<file path="src/hw/rtl/pbs_pkg.sv">
// ----------------------------------------------------------------------------
// pbs_pkg
// Shared types, codes and helpers for the platformer body step unit.
// ----------------------------------------------------------------------------
package pbs_pkg;

  localparam int MAX_PLAT   = 32;
  localparam int PLAT_AW    = 5;
  localparam int CW         = 25;   // coordinate width, signed Q16.8
  localparam int SW         = 24;   // size width, unsigned Q16.8
  localparam int CNT_W      = 6;
  localparam int NUM_W      = 41;   // divider dividend width
  localparam int DEN_W      = 20;   // divider divisor width
  localparam int WIDE_W     = 28;   // working width for edge arithmetic
  localparam int RECIP_SH   = 27;   // shift after the reciprocal multiply

  // func codes
  localparam logic [1:0] FUNC_WRITE = 2'd0;
  localparam logic [1:0] FUNC_VEL   = 2'd1;
  localparam logic [1:0] FUNC_MOVE  = 2'd2;

  // config register indexes
  localparam logic CFG_PLAT_COUNT = 1'b0;
  localparam logic CFG_GRAVITY    = 1'b1;

  localparam logic [19:0] GRAVITY_RST = 20'd256000;
  localparam logic signed [WIDE_W-1:0] EPS_Q    = 28'sd128;
  localparam logic signed [25:0]       VY_LIMIT = 26'sd204800;
  localparam logic [DEN_W-1:0]         DAMP_ONE = 20'd65536;
  // ceil(2^27 / 5): exact floor(n / 5) for every n below 2^26
  localparam logic [CW-1:0]            RECIP5   = 25'd26843546;

  typedef logic signed [CW-1:0] coord_t;
  typedef logic [SW-1:0]        dim_t;

  typedef struct packed {
    coord_t left;
    coord_t top;
    dim_t   wide;
    dim_t   tall;
  } plat_t;

  typedef enum logic [3:0] {
    ST_IDLE,
    ST_V_START,
    ST_V_DIV,
    ST_M_MULX,
    ST_M_MULY,
    ST_M_POSY,
    ST_X_RD,
    ST_X_EV,
    ST_X_REFL,
    ST_Y_RD,
    ST_Y_EV,
    ST_Y_REFL,
    ST_G_RD,
    ST_G_EV,
    ST_FIN
  } state_t;

  function automatic logic signed [WIDE_W-1:0] ext_c(input coord_t v);
    ext_c = {{(WIDE_W-CW){v[CW-1]}}, v};
  endfunction

  function automatic logic signed [WIDE_W-1:0] ext_d(input dim_t v);
    ext_d = {{(WIDE_W-SW){1'b0}}, v};
  endfunction

  function automatic coord_t sat_coord(input logic signed [WIDE_W-1:0] v);
    logic signed [WIDE_W-1:0] hi;
    logic signed [WIDE_W-1:0] lo;
    hi = 28'sd16777215;
    lo = -28'sd16777216;
    if (v > hi)      sat_coord = coord_t'(hi[CW-1:0]);
    else if (v < lo) sat_coord = coord_t'(lo[CW-1:0]);
    else             sat_coord = coord_t'(v[CW-1:0]);
  endfunction

  function automatic logic [CW-1:0] mag_c(input coord_t v);
    mag_c = v[CW-1] ? (~v + 1'b1) : v;
  endfunction

endpackage

</file>
<file path="src/hw/rtl/pbs_div.sv">
// ----------------------------------------------------------------------------
// pbs_div
// Restoring radix-2 unsigned divider, one quotient bit per cycle.
// ----------------------------------------------------------------------------
module pbs_div import pbs_pkg::*; (
  input  logic             clk,
  input  logic             rst_n,
  input  logic             start,
  input  logic [NUM_W-1:0] num,
  input  logic [DEN_W-1:0] den,
  output logic             done,
  output logic [CW-1:0]    quot
);

  logic [NUM_W-1:0] quo_r;
  logic [DEN_W-1:0] rem_r;
  logic [DEN_W-1:0] den_r;
  logic [CNT_W-1:0] cnt_r;
  logic             busy_r;
  logic             done_r;

  logic [DEN_W:0]   rem_sh;
  logic [DEN_W+1:0] diff;
  logic             ge;

  // trial subtract of the divisor
  assign rem_sh = {rem_r, quo_r[NUM_W-1]};
  assign diff   = {1'b0, rem_sh} - {2'b0, den_r};
  assign ge     = !diff[DEN_W+1];

  always_ff @(posedge clk) begin
    if (!rst_n) begin
      busy_r <= 1'b0;
      done_r <= 1'b0;
      cnt_r  <= '0;
    end else begin
      done_r <= 1'b0;
      if (start) begin
        busy_r <= 1'b1;
        cnt_r  <= CNT_W'(NUM_W);
      end else if (busy_r) begin
        cnt_r <= cnt_r - 1'b1;
        if (cnt_r == CNT_W'(1)) begin
          busy_r <= 1'b0;
          done_r <= 1'b1;
        end
      end
    end
  end

  // datapath
  always_ff @(posedge clk) begin
    if (start) begin
      quo_r <= num;
      rem_r <= '0;
      den_r <= den;
    end else if (busy_r) begin
      rem_r <= ge ? diff[DEN_W-1:0] : rem_sh[DEN_W-1:0];
      quo_r <= {quo_r[NUM_W-2:0], ge};
    end
  end

  assign done = done_r;
  assign quot = quo_r[CW-1:0];

endmodule

</file>
<file path="config.mk">
export PLATFORM = sky130hd
export DESIGN_NAME = pbs_div
export DESIGN_NICKNAME = d
export VERILOG_FILES = /design/src/hw/rtl/pbs_pkg.sv /design/src/hw/rtl/pbs_div.sv
export SDC_FILE = /design/constraint.sdc
export NUM_CORES = 1
export LEC_CHECK = 0
export BUFFER_PORTS_ARGS = -buffer_cell sky130_fd_sc_hd__buf_2
export CAP_MARGIN = 20
export CORE_ASPECT_RATIO = 0.75
export CORE_MARGIN = 10
export CORE_UTILIZATION = 50
export CTS_CLUSTER_SIZE = 10
export DETAILED_ROUTE_END_ITERATION = 12
export PLACE_DENSITY_LB_ADDON = 0.15
export SLEW_MARGIN = 20
export SYNTH_ARGS = -nofsm -noshare
export SYNTH_HDL_FRONTEND = slang
export SYNTH_SLANG_ARGS = --single-unit
</file>
<file path="constraint.sdc">
create_clock -name clk -period 2.2 [get_ports clk]
set_input_delay 0.44 -clock clk [delete_from_list [all_inputs] [get_ports clk]]
set_output_delay 0.44 -clock clk [all_outputs]
set_load 0.01 [all_outputs]
</file>
==> reports/summary.md <==
• Longest Clk Path Bufs: 2
• average cell area after synthesis: 11.2 um^2
• setup repair after global routing missed its margin: true
• remaining antenna violation count after routing: 0
• starting density of the core: 0.509
• Floorplan Core Area: 9620 um^2
• wire length of the first global-routing pass: 18.9 mm
• startpoint type of the worst setup path: flop
• Starting DRT DRC Count: 280
• total CTS buffers: 9
• violated checks: negative setup slack
• clock transition at the registers of the reported paths: 0.06 ns
• net count of the finished layout: 651
• H-tree lvl count: 3
• highest clock rate: 418 MHz
• portion of synthesized cell area occupied by the leading cell type: 0.374
• total standard cell area after synthesis: 4900 um^2
• hold buffer count at CTS: 0
• final worst-path setup slack: -0.193 ns
• std cell rows: 31
• routed via count divided by cell count: 5.34
• maximum capacitance violations: 0
• max-slew violation count: 0
• CTS tree: done
• number of vias in the routed layout: 3,740
• total design power: 4.50 mW
• most used standard cell by instance count after synthesis: edfxtp_1
• clock insertion delay at the later pin of the skew report: 0.34 ns
• clock root buffer master: clkbuf_16
• count of distinct cell types in the synthesized netlist: 53
• growth of design area from synthesis to finish: 30.4%
• register bit total from synthesis: 89
• crit path capture type: flop
• Period Utilization, post-route: 1.09
• maximum fanout count along the critical path: 4
• fraction of synthesis flops using an asynchronous set or reset pin: 0
• Primary FF master, synth: edfxtp_1
• status: complete, but fails checks
• WL per Instance: 16.8 um
• most frequent cells after synthesis: 61 x edfxtp_1, 40 x mux2_2, 32 x nor2_1
• maximum VDD drop: 0.474 mV
• sequential area share after synthesis: 0.488
• CTS Sinks: 89
• layout filler cell count: 796
• cells after synthesis: 438
• worst setup timing slack at the placement stage: -0.268 ns
• final setup violating endpoints: 21
• worst slew pin tran: 0.499 ns
• cell area power density: 705 nW/um^2
• top cell type by total area after synthesis: edfxtp_1
• antenna diode instance count: 0
• HPWL after DPL: 8.46 mm
• WP data arrival: 2.67 ns
• worst clock skew: 0.00610 ns
• number of antenna violations at the first check in global routing: 0
• crit path kind: reg -> reg
• number of synthesized flops with an enable pin: 61
• total grt overflow: 0
• Die Span Y: 106 um
• Slew headroom: 0.667
• clock period minus worst slack: 2.39 ns
• synthesis warning total: 0
• Synthesized Nets: 525
• total leakage power: 2.73 nW
• first-pass iteration count of the detailed router: 4
• final hold violation count: 0
• detailed-route DRC error count: 0
• total I/O pin count: 90
• final routed wirelength across all metal layers: 11.8 mm
• Hold Crit Class: in -> reg
• via count of the first global-routing pass: 3,856
• number of buffers added on ports: 89
• Final GP Congestion: 0.898
• All-Layer GR Usage: 0.162
• share of final-layout standard cells stronger than drive strength 1: 0.452
• flip-flop and latch area: 2390 um^2
• die width: 134 um
• total area of multi-input combinational cells: 2370 um^2
• Fin Setup TNS: -2.39 ns
• CP required: 2.48 ns
• Area contributors post-synth: edfxtp_1 37%, dfxtp_1 11%, mux2_2 9.2%, ha_1 5.6%, buf_4 3.8%
• maximum number of pins on one net before global-route repair: 42
• area of the die: 14,200 um^2
sequential cells by signal (all words and copies together) (netlist names):
name,cells
quo_r,41
den_r,20
rem_r,20
cnt_r,6
busy_r,1
done,1
critical path, stage by stage, from the launching register on:
cell,delay (ns)
edfxtp_1,0.43
ha_4,0.19
fa_2,0.37
nor2b_2,0.15
o211ai_1,0.15
a31oi_2,0.28
o211ai_1,0.18
nand3_1,0.09
or4b_1,0.42
nand2_1,0.08
final timing paths:
check	start	end	slack (ns)	depth (start not counted)
min	den[4]	den_r[4]$_DFFE_PP_	0.27	1
max	den_r[0]$_DFFE_PP_	rem_r[18]$_SDFFE_PP0P_	-0.19	9
min reg2reg	rem_r[13]$_SDFFE_PP0P_	rem_r[13]$_SDFFE_PP0P_	0.50	2
max reg2reg	den_r[0]$_DFFE_PP_	rem_r[18]$_SDFFE_PP0P_	-0.19	9
cell type report:
| class | count | area share |
|---|---|---|
| Sequential cell | 89 | 0.374 |
| Clock inverter | 4 | 0.00803 |
| Clock buffer | 12 | 0.0386 |
| Tap cell | 132 | 0.0259 |
| Inverter | 27 | 0.0165 |
| Multi-Input combinational cell | 278 | 0.370 |
| Timing Repair Buffer | 159 | 0.166 |
timing repair:
action | 4_1_cts | 5_1_grt
cloned | 2 | 0
pin swaps | 16 | 17
setup buffers | 14 | 5
resized for setup | 18 | 39
endpoints found under the setup margin | 21 | 21
placed cells by master, fill, tap and decap left out, drive strengths merged, types with 4 or more instances in the layout:
master  count
dfxtp      28
nor2b       6
a21oi      19
nor3        5
o21a        8
xor2        8
a211oi     17
mux2       40
a32oi       7
o31ai       4
nand2      17
nor2       32
buf       159
edfxtp     61
ha         22
xnor2      12
o21ai      18
mux2i       9
inv        27
nand3      10
a31oi       4
clkbuf     12
cells by family (layout without fill, tap and decap cells):
group           after synthesis  in the layout  synth area share
compound gates               94             94             0.136
xor+xnor                     20             20            0.0358
fa+ha+maj                    23             23            0.0603
buf+inv                      71            202            0.0781
flops                        89             89             0.488
mux                          49             49             0.110
simple gates                 92             92            0.0914
where the power goes:
part           switching, mW  internal (mW)  leakage (nW)  total (mW)
logic                  0.468          0.482          1.75       0.950
clock network          0.614          0.914         0.145        1.53
registers             0.0688           1.95         0.838        2.02
per-layer routing:
layer,vias to the layer above,global-route usage,routed length [um]
met1,1777,0.208,5330
met4,0,0.0527,157
met3,14,0.0517,796
met5,-,0,0
met2,108,0.255,5470
li1,1841,-,-
through the flow:
| step | util | hold WS, ns | cells | instance area [um^2] |
|---|---|---|---|---|
| 3_5_place_dp | 0.591 | 0.479 | 666 | 5680 |
| 2_1_floorplan | - | 0.446 | 438 | 4920 |
| 5_1_grt | 0.664 | 0.257 | 701 | 6390 |
| 4_1_cts | 0.643 | 0.260 | 698 | 6190 |
| 3_3_place_gp | 0.591 | 0.474 | 666 | 5680 |
| 6_report | 0.664 | 0.273 | 701 | 6390 |
Note: power is estimated with default switching activity, not from simulation.
