## src/hw/rtl/pbs_pkg.sv

```systemverilog
// ----------------------------------------------------------------------------
// pbs_pkg
// Shared types, codes and helpers for the platformer body step unit.
// ----------------------------------------------------------------------------
package pbs_pkg;

  localparam int MAX_PLAT   = 32;
  localparam int PLAT_AW    = 5;
  localparam int CW         = 25;   // coordinate width, signed Q16.8
  localparam int SW         = 24;   // size width, unsigned Q16.8
  localparam int CNT_W      = 6;
  localparam int NUM_W      = 41;   // divider dividend width
  localparam int DEN_W      = 20;   // divider divisor width
  localparam int WIDE_W     = 28;   // working width for edge arithmetic
  localparam int RECIP_SH   = 27;   // shift after the reciprocal multiply

  // func codes
  localparam logic [1:0] FUNC_WRITE = 2'd0;
  localparam logic [1:0] FUNC_VEL   = 2'd1;
  localparam logic [1:0] FUNC_MOVE  = 2'd2;

  // config register indexes
  localparam logic CFG_PLAT_COUNT = 1'b0;
  localparam logic CFG_GRAVITY    = 1'b1;

  localparam logic [19:0] GRAVITY_RST = 20'd256000;
  localparam logic signed [WIDE_W-1:0] EPS_Q    = 28'sd128;
  localparam logic signed [25:0]       VY_LIMIT = 26'sd204800;
  localparam logic [DEN_W-1:0]         DAMP_ONE = 20'd65536;
  // ceil(2^27 / 5): exact floor(n / 5) for every n below 2^26
  localparam logic [CW-1:0]            RECIP5   = 25'd26843546;

  typedef logic signed [CW-1:0] coord_t;
  typedef logic [SW-1:0]        dim_t;

  typedef struct packed {
    coord_t left;
    coord_t top;
    dim_t   wide;
    dim_t   tall;
  } plat_t;

  typedef enum logic [3:0] {
    ST_IDLE,
    ST_V_START,
    ST_V_DIV,
    ST_M_MULX,
    ST_M_MULY,
    ST_M_POSY,
    ST_X_RD,
    ST_X_EV,
    ST_X_REFL,
    ST_Y_RD,
    ST_Y_EV,
    ST_Y_REFL,
    ST_G_RD,
    ST_G_EV,
    ST_FIN
  } state_t;

  function automatic logic signed [WIDE_W-1:0] ext_c(input coord_t v);
    ext_c = {{(WIDE_W-CW){v[CW-1]}}, v};
  endfunction

  function automatic logic signed [WIDE_W-1:0] ext_d(input dim_t v);
    ext_d = {{(WIDE_W-SW){1'b0}}, v};
  endfunction

  function automatic coord_t sat_coord(input logic signed [WIDE_W-1:0] v);
    logic signed [WIDE_W-1:0] hi;
    logic signed [WIDE_W-1:0] lo;
    hi = 28'sd16777215;
    lo = -28'sd16777216;
    if (v > hi)      sat_coord = coord_t'(hi[CW-1:0]);
    else if (v < lo) sat_coord = coord_t'(lo[CW-1:0]);
    else             sat_coord = coord_t'(v[CW-1:0]);
  endfunction

  function automatic logic [CW-1:0] mag_c(input coord_t v);
    mag_c = v[CW-1] ? (~v + 1'b1) : v;
  endfunction

endpackage

```

## src/hw/rtl/pbs_table.sv

```systemverilog
// ----------------------------------------------------------------------------
// pbs_table
// Platform rectangle table: one write port, one registered read port.
// ----------------------------------------------------------------------------
module pbs_table import pbs_pkg::*; (
  input  logic               clk,
  input  logic               we,
  input  logic [PLAT_AW-1:0] waddr,
  input  plat_t              wdata,
  input  logic [PLAT_AW-1:0] raddr,
  output plat_t              rdata
);

  plat_t mem [MAX_PLAT];
  plat_t rdata_r;

  always_ff @(posedge clk) begin
    if (we) mem[waddr] <= wdata;
    rdata_r <= mem[raddr];
  end

  assign rdata = rdata_r;

endmodule
```

## config.mk

```make
export PLATFORM = sky130hd
export DESIGN_NAME = pbs_table
export DESIGN_NICKNAME = d
export VERILOG_FILES = /design/src/hw/rtl/pbs_pkg.sv /design/src/hw/rtl/pbs_table.sv
export SDC_FILE = /design/constraint.sdc
export NUM_CORES = 2
export LEC_CHECK = 0
export ABC_AREA = 1
export BUFFER_PORTS_ARGS = -buffer_cell sky130_fd_sc_hd__buf_4
export CORE_MARGIN = 2
export CORE_UTILIZATION = 45
export DETAILED_ROUTE_END_ITERATION = 10
export GPL_ROUTABILITY_DRIVEN = 0
export HOLD_SLACK_MARGIN = 0.03
export SYNTH_ARGS = -nofsm -noshare
export SYNTH_HDL_FRONTEND = slang
export SYNTH_SLANG_ARGS = --single-unit
```

## constraint.sdc

```tcl
create_clock -name clk -period 11.58 [get_ports clk]
set_input_delay 3.474 -clock clk [delete_from_list [all_inputs] [get_ports clk]]
set_output_delay 3.474 -clock clk [all_outputs]
set_load 0.01 [all_outputs]
```

==> flow_metrics.env <==
export IMPL_status="finished with violations"
export IMPL_violations="max-slew violations"
export IMPL_required_ns=12.38
export IMPL_top_signal_layer_used="met5"
export IMPL_tritoncts_num_buffers=341
export IMPL_final_antenna_net_count=0
export IMPL_final_setup_skew_ns=0.05810
export IMPL_final_hold_viol_count=0
export IMPL_worst_hold_path_type="reg -> reg"
export IMPL_worst_r2r_startpoint="mem[6][69]"
export IMPL_regToRegSetupSlack_ns=10.25
export IMPL_finish_utilization_pct=50.84
export IMPL_met1_length_um=152800
export IMPL_grt_antenna_before_repair=37
export IMPL_final_cell_count_no_fill=14340
export IMPL_adder_and_majority_gate_portion_of_the_synthesized_area_pct=0
export IMPL_tot_gr_track_use_pct=25.41
export IMPL_timing_reg2reg_worst_path_depth=8
export IMPL_synth_top_family_by_area="simple AND/OR/NAND/NOR gates"
export IMPL_core_rowCount=194
export IMPL_timing_final_max_slew_violations=39
export IMPL_syn_nets=10440
export IMPL_clkPwrFrac_pct=42.0
export IMPL_drt_drc_violations_left=0
export IMPL_grt_start_max_net_pins=218
export IMPL_switching_share_pct=22.43
export IMPL_clock_latency_on_the_worst_skew_pair_ns=0.92
export IMPL_max_slew_margin_rel_pct=-0.7203
export IMPL_cts_repair_resize_count=0
export IMPL_totalNegativeSetupSlack_ns=0
export IMPL_number_of_sinks_on_the_clock_net=3234
export IMPL_initial_utilization_pct=45.29
export IMPL_area_growth_pct=12.24
export IMPL_first_pass_iters=6
export IMPL_synth_top_area_share_pct=74.29
export IMPL_post_drt_via_cell_ratio=5.752
export IMPL_internal_power_mw=19.39
export IMPL_path_clk_slew_ns=0.06
export IMPL_post_place_cells=13710
export IMPL_critical_path_slowest_cell="sky130_fd_sc_hd__buf_4"
export IMPL_synth_seq_area_share_pct=75.84
export IMPL_seq_area_sq_mm=0.09613
export IMPL_yosysWarningCount=0
export IMPL_netSwitchingPower_mw=5.605
export IMPL_design_portCount=208
export IMPL_route_final_wire_length_um=371100
export IMPL_route_met3_wl_um=32030
export IMPL_synth_area_mux_share_pct=0
export IMPL_drt_iter0_markers=10320
export IMPL_combined_area_of_the_multi_input_logic_cells_sq_mm=0.02775
export IMPL_max_cap_violations=0
export IMPL_hold_end="rdata[87]"
export IMPL_yosys_reg_bits=3234
export IMPL_cpPeakStageDelay_ns=0.71
export IMPL_start_kind="primary input"
export IMPL_most_frequent_standard_cell_in_the_layout_excluding_fill_and_tap_cells="sky130_fd_sc_hd__nand2_1"
export IMPL_reported_leakage_power_nw=50.33
export IMPL_die_width_um=534.7
export IMPL_synth_simple_area_share_pct=21.71
export IMPL_synth_area_sq_mm=0.1268
export IMPL_power_density_cell_area_mw_per_mm2=175.7
export IMPL_seq_power_share_pct=52.3
export IMPL_hold_path_origin="mem[18][87]"
export IMPL_unrepaired_setup_endpoints_after_global_routing="false"
export IMPL_die_h_um=534.7
export IMPL_timing_worst_setup_path_type="in -> reg"
export IMPL_detailroute_wirelength_met2_um=175900
export IMPL_placement_io_buffers=207
export IMPL_critical_path_arrival_ns=6.94
export IMPL_max_freq_ghz=0.1626
export IMPL_worstHoldPathCells=6
export IMPL_post_cts_buffers=0
export IMPL_synth_distinct_cells=12
export IMPL_critical_path_endpoint_type="flop"
export IMPL_synth_area_in_compound_gates_pct=0
export IMPL_synth_largest_area_cell="sky130_fd_sc_hd__edfxtp_1"
export IMPL_comb_power_share_pct=5.7
export IMPL_crit_path_frequent_cell="sky130_fd_sc_hd__nand3_1"
export IMPL_mostFrequentLayoutCells="sky130_fd_sc_hd__nand2_1, sky130_fd_sc_hd__edfxtp_1, sky130_fd_sc_hd__nand3_1"
export IMPL_worstPathCellList="buf_8 > buf_4 > buf_4 > buf_12 > nand2_1 > nand3_1 > nand3_1 > nand3_1 > nand3_1 > nand2_1"
export IMPL_cts_htree_levels=5
export IMPL_fin_crit_sh_pct=53.10
export IMPL_tritoncts_clock_tree="done"
export IMPL_yosys_top_cells_area="sky130_fd_sc_hd__edfxtp_1, sky130_fd_sc_hd__nand3_1, sky130_fd_sc_hd__nand2_1"
export IMPL_yosys_area_share_xor_xnor_pct=0
export IMPL_peakVddDrop_uv=110.6
export IMPL_postSynthAreaPerCell_sq_um=12.28
export IMPL_timing_final_setup_violations=0
export IMPL_grt_overflow=0
export IMPL_worstMarginPinSlew_ns=1.511
export IMPL_vias=82500
export IMPL_wire_per_inst_um=25.87
export IMPL_grt_pass1_wl_um=537900
export IMPL_fillCellCount=23640
export IMPL_cts_root_buf="sky130_fd_sc_hd__clkbuf_16"
export IMPL_place_hpwl_um=160400
export IMPL_finalWorstPathRequiredPeriod_ns=6.149
export IMPL_drive_above_1_share_pct=7.882
export IMPL_crit_fanout=197
export IMPL_clock_path_buffers=4
export IMPL_rr_endpoint="rdata[69]"
export IMPL_fp_dieArea_sq_mm=0.2859
export IMPL_core_area_sq_mm=0.2799
export IMPL_holdBufCountCts=0
export IMPL_synthCells=10330
export IMPL_final_nets=10440
export IMPL_first_global_vias=78830
[worst max-delay path: cells and delay by family]
family | cells | cell delay [ns]
AND/OR/NAND/NOR | 6 | 0.83
buffers and inverters | 4 | 2.32
[per-layer routing]
metal | vias to the layer above | track usage (%)
met4 | 34 | 7.250
met3 | 626 | 4.317
met5 | - | 0
li1 | 36670 | -
met1 | 41350 | 35.24
met2 | 3816 | 41.39
[stage by stage]
stage                     hold WS [ns]  setup slack (ns)  cell area [sq um]  total power, mW
after floorplan                 0.6404             3.168             126800            14.11
after global placement          0.6803             4.608             131600            14.72
after detailed placement        0.6774             4.616             131600            14.75
after CTS                       0.6954             5.592             142200            25.13
after global routing            0.7537             5.290             142200            25.74
final                           0.6929             5.431             142300            24.99
[worst max path at each step]
stage	startpoint	to
after detailed placement	waddr[0]	mem[26][40]
after global placement	raddr[1]	rdata[77]
final	raddr[0]	rdata[13]
after global routing	raddr[0]	rdata[2]
after floorplan	waddr[0]	mem[0][0]
after CTS	raddr[0]	rdata[13]
[flip-flops by register name (all words and copies together) (netlist names)]
signal / count
mem: 3136
rdata: 98
[final cells by class]
class                   instances  share of cell area, %
multi-input cells            6410                  19.51
repair buffers                328                  2.090
diodes                         14                0.02462
flip-flops and latches       3234                  67.57
clock buffers                 470                  6.603
inverters                      10                0.05277
well taps                    3724                  3.275
clock inverters               154                 0.8777
[kinds of logic (layout without fill, tap and decap cells)]
kind of cell	count (synthesis)	in the layout
buffers and inverters	682	962
flip-flops	3234	3234
other	0	14
AND/OR/NAND/NOR	6410	6410
[cell usage after synthesis]
master / instances
sky130_fd_sc_hd__buf_1: 90
sky130_fd_sc_hd__buf_2: 430
sky130_fd_sc_hd__buf_4: 4
sky130_fd_sc_hd__clkbuf_1: 148
sky130_fd_sc_hd__clkinv_1: 1
sky130_fd_sc_hd__dfxtp_1: 98
sky130_fd_sc_hd__edfxtp_1: 3136
sky130_fd_sc_hd__inv_1: 5
sky130_fd_sc_hd__inv_2: 4
sky130_fd_sc_hd__nand2_1: 3618
sky130_fd_sc_hd__nand3_1: 2760
sky130_fd_sc_hd__nor2_1: 32
[power groups by stage]
stage,registers [mW],logic [mW],clock network (mW)
2_1_floorplan,13.3,0.781,0
3_3_place_gp,13.3,1.39,0
6_report,13.1,1.42,10.5
5_1_grt,13.1,1.55,11.1
3_5_place_dp,13.3,1.41,0
4_1_cts,13.1,1.42,10.6
Power figures use the tool's default switching activity.
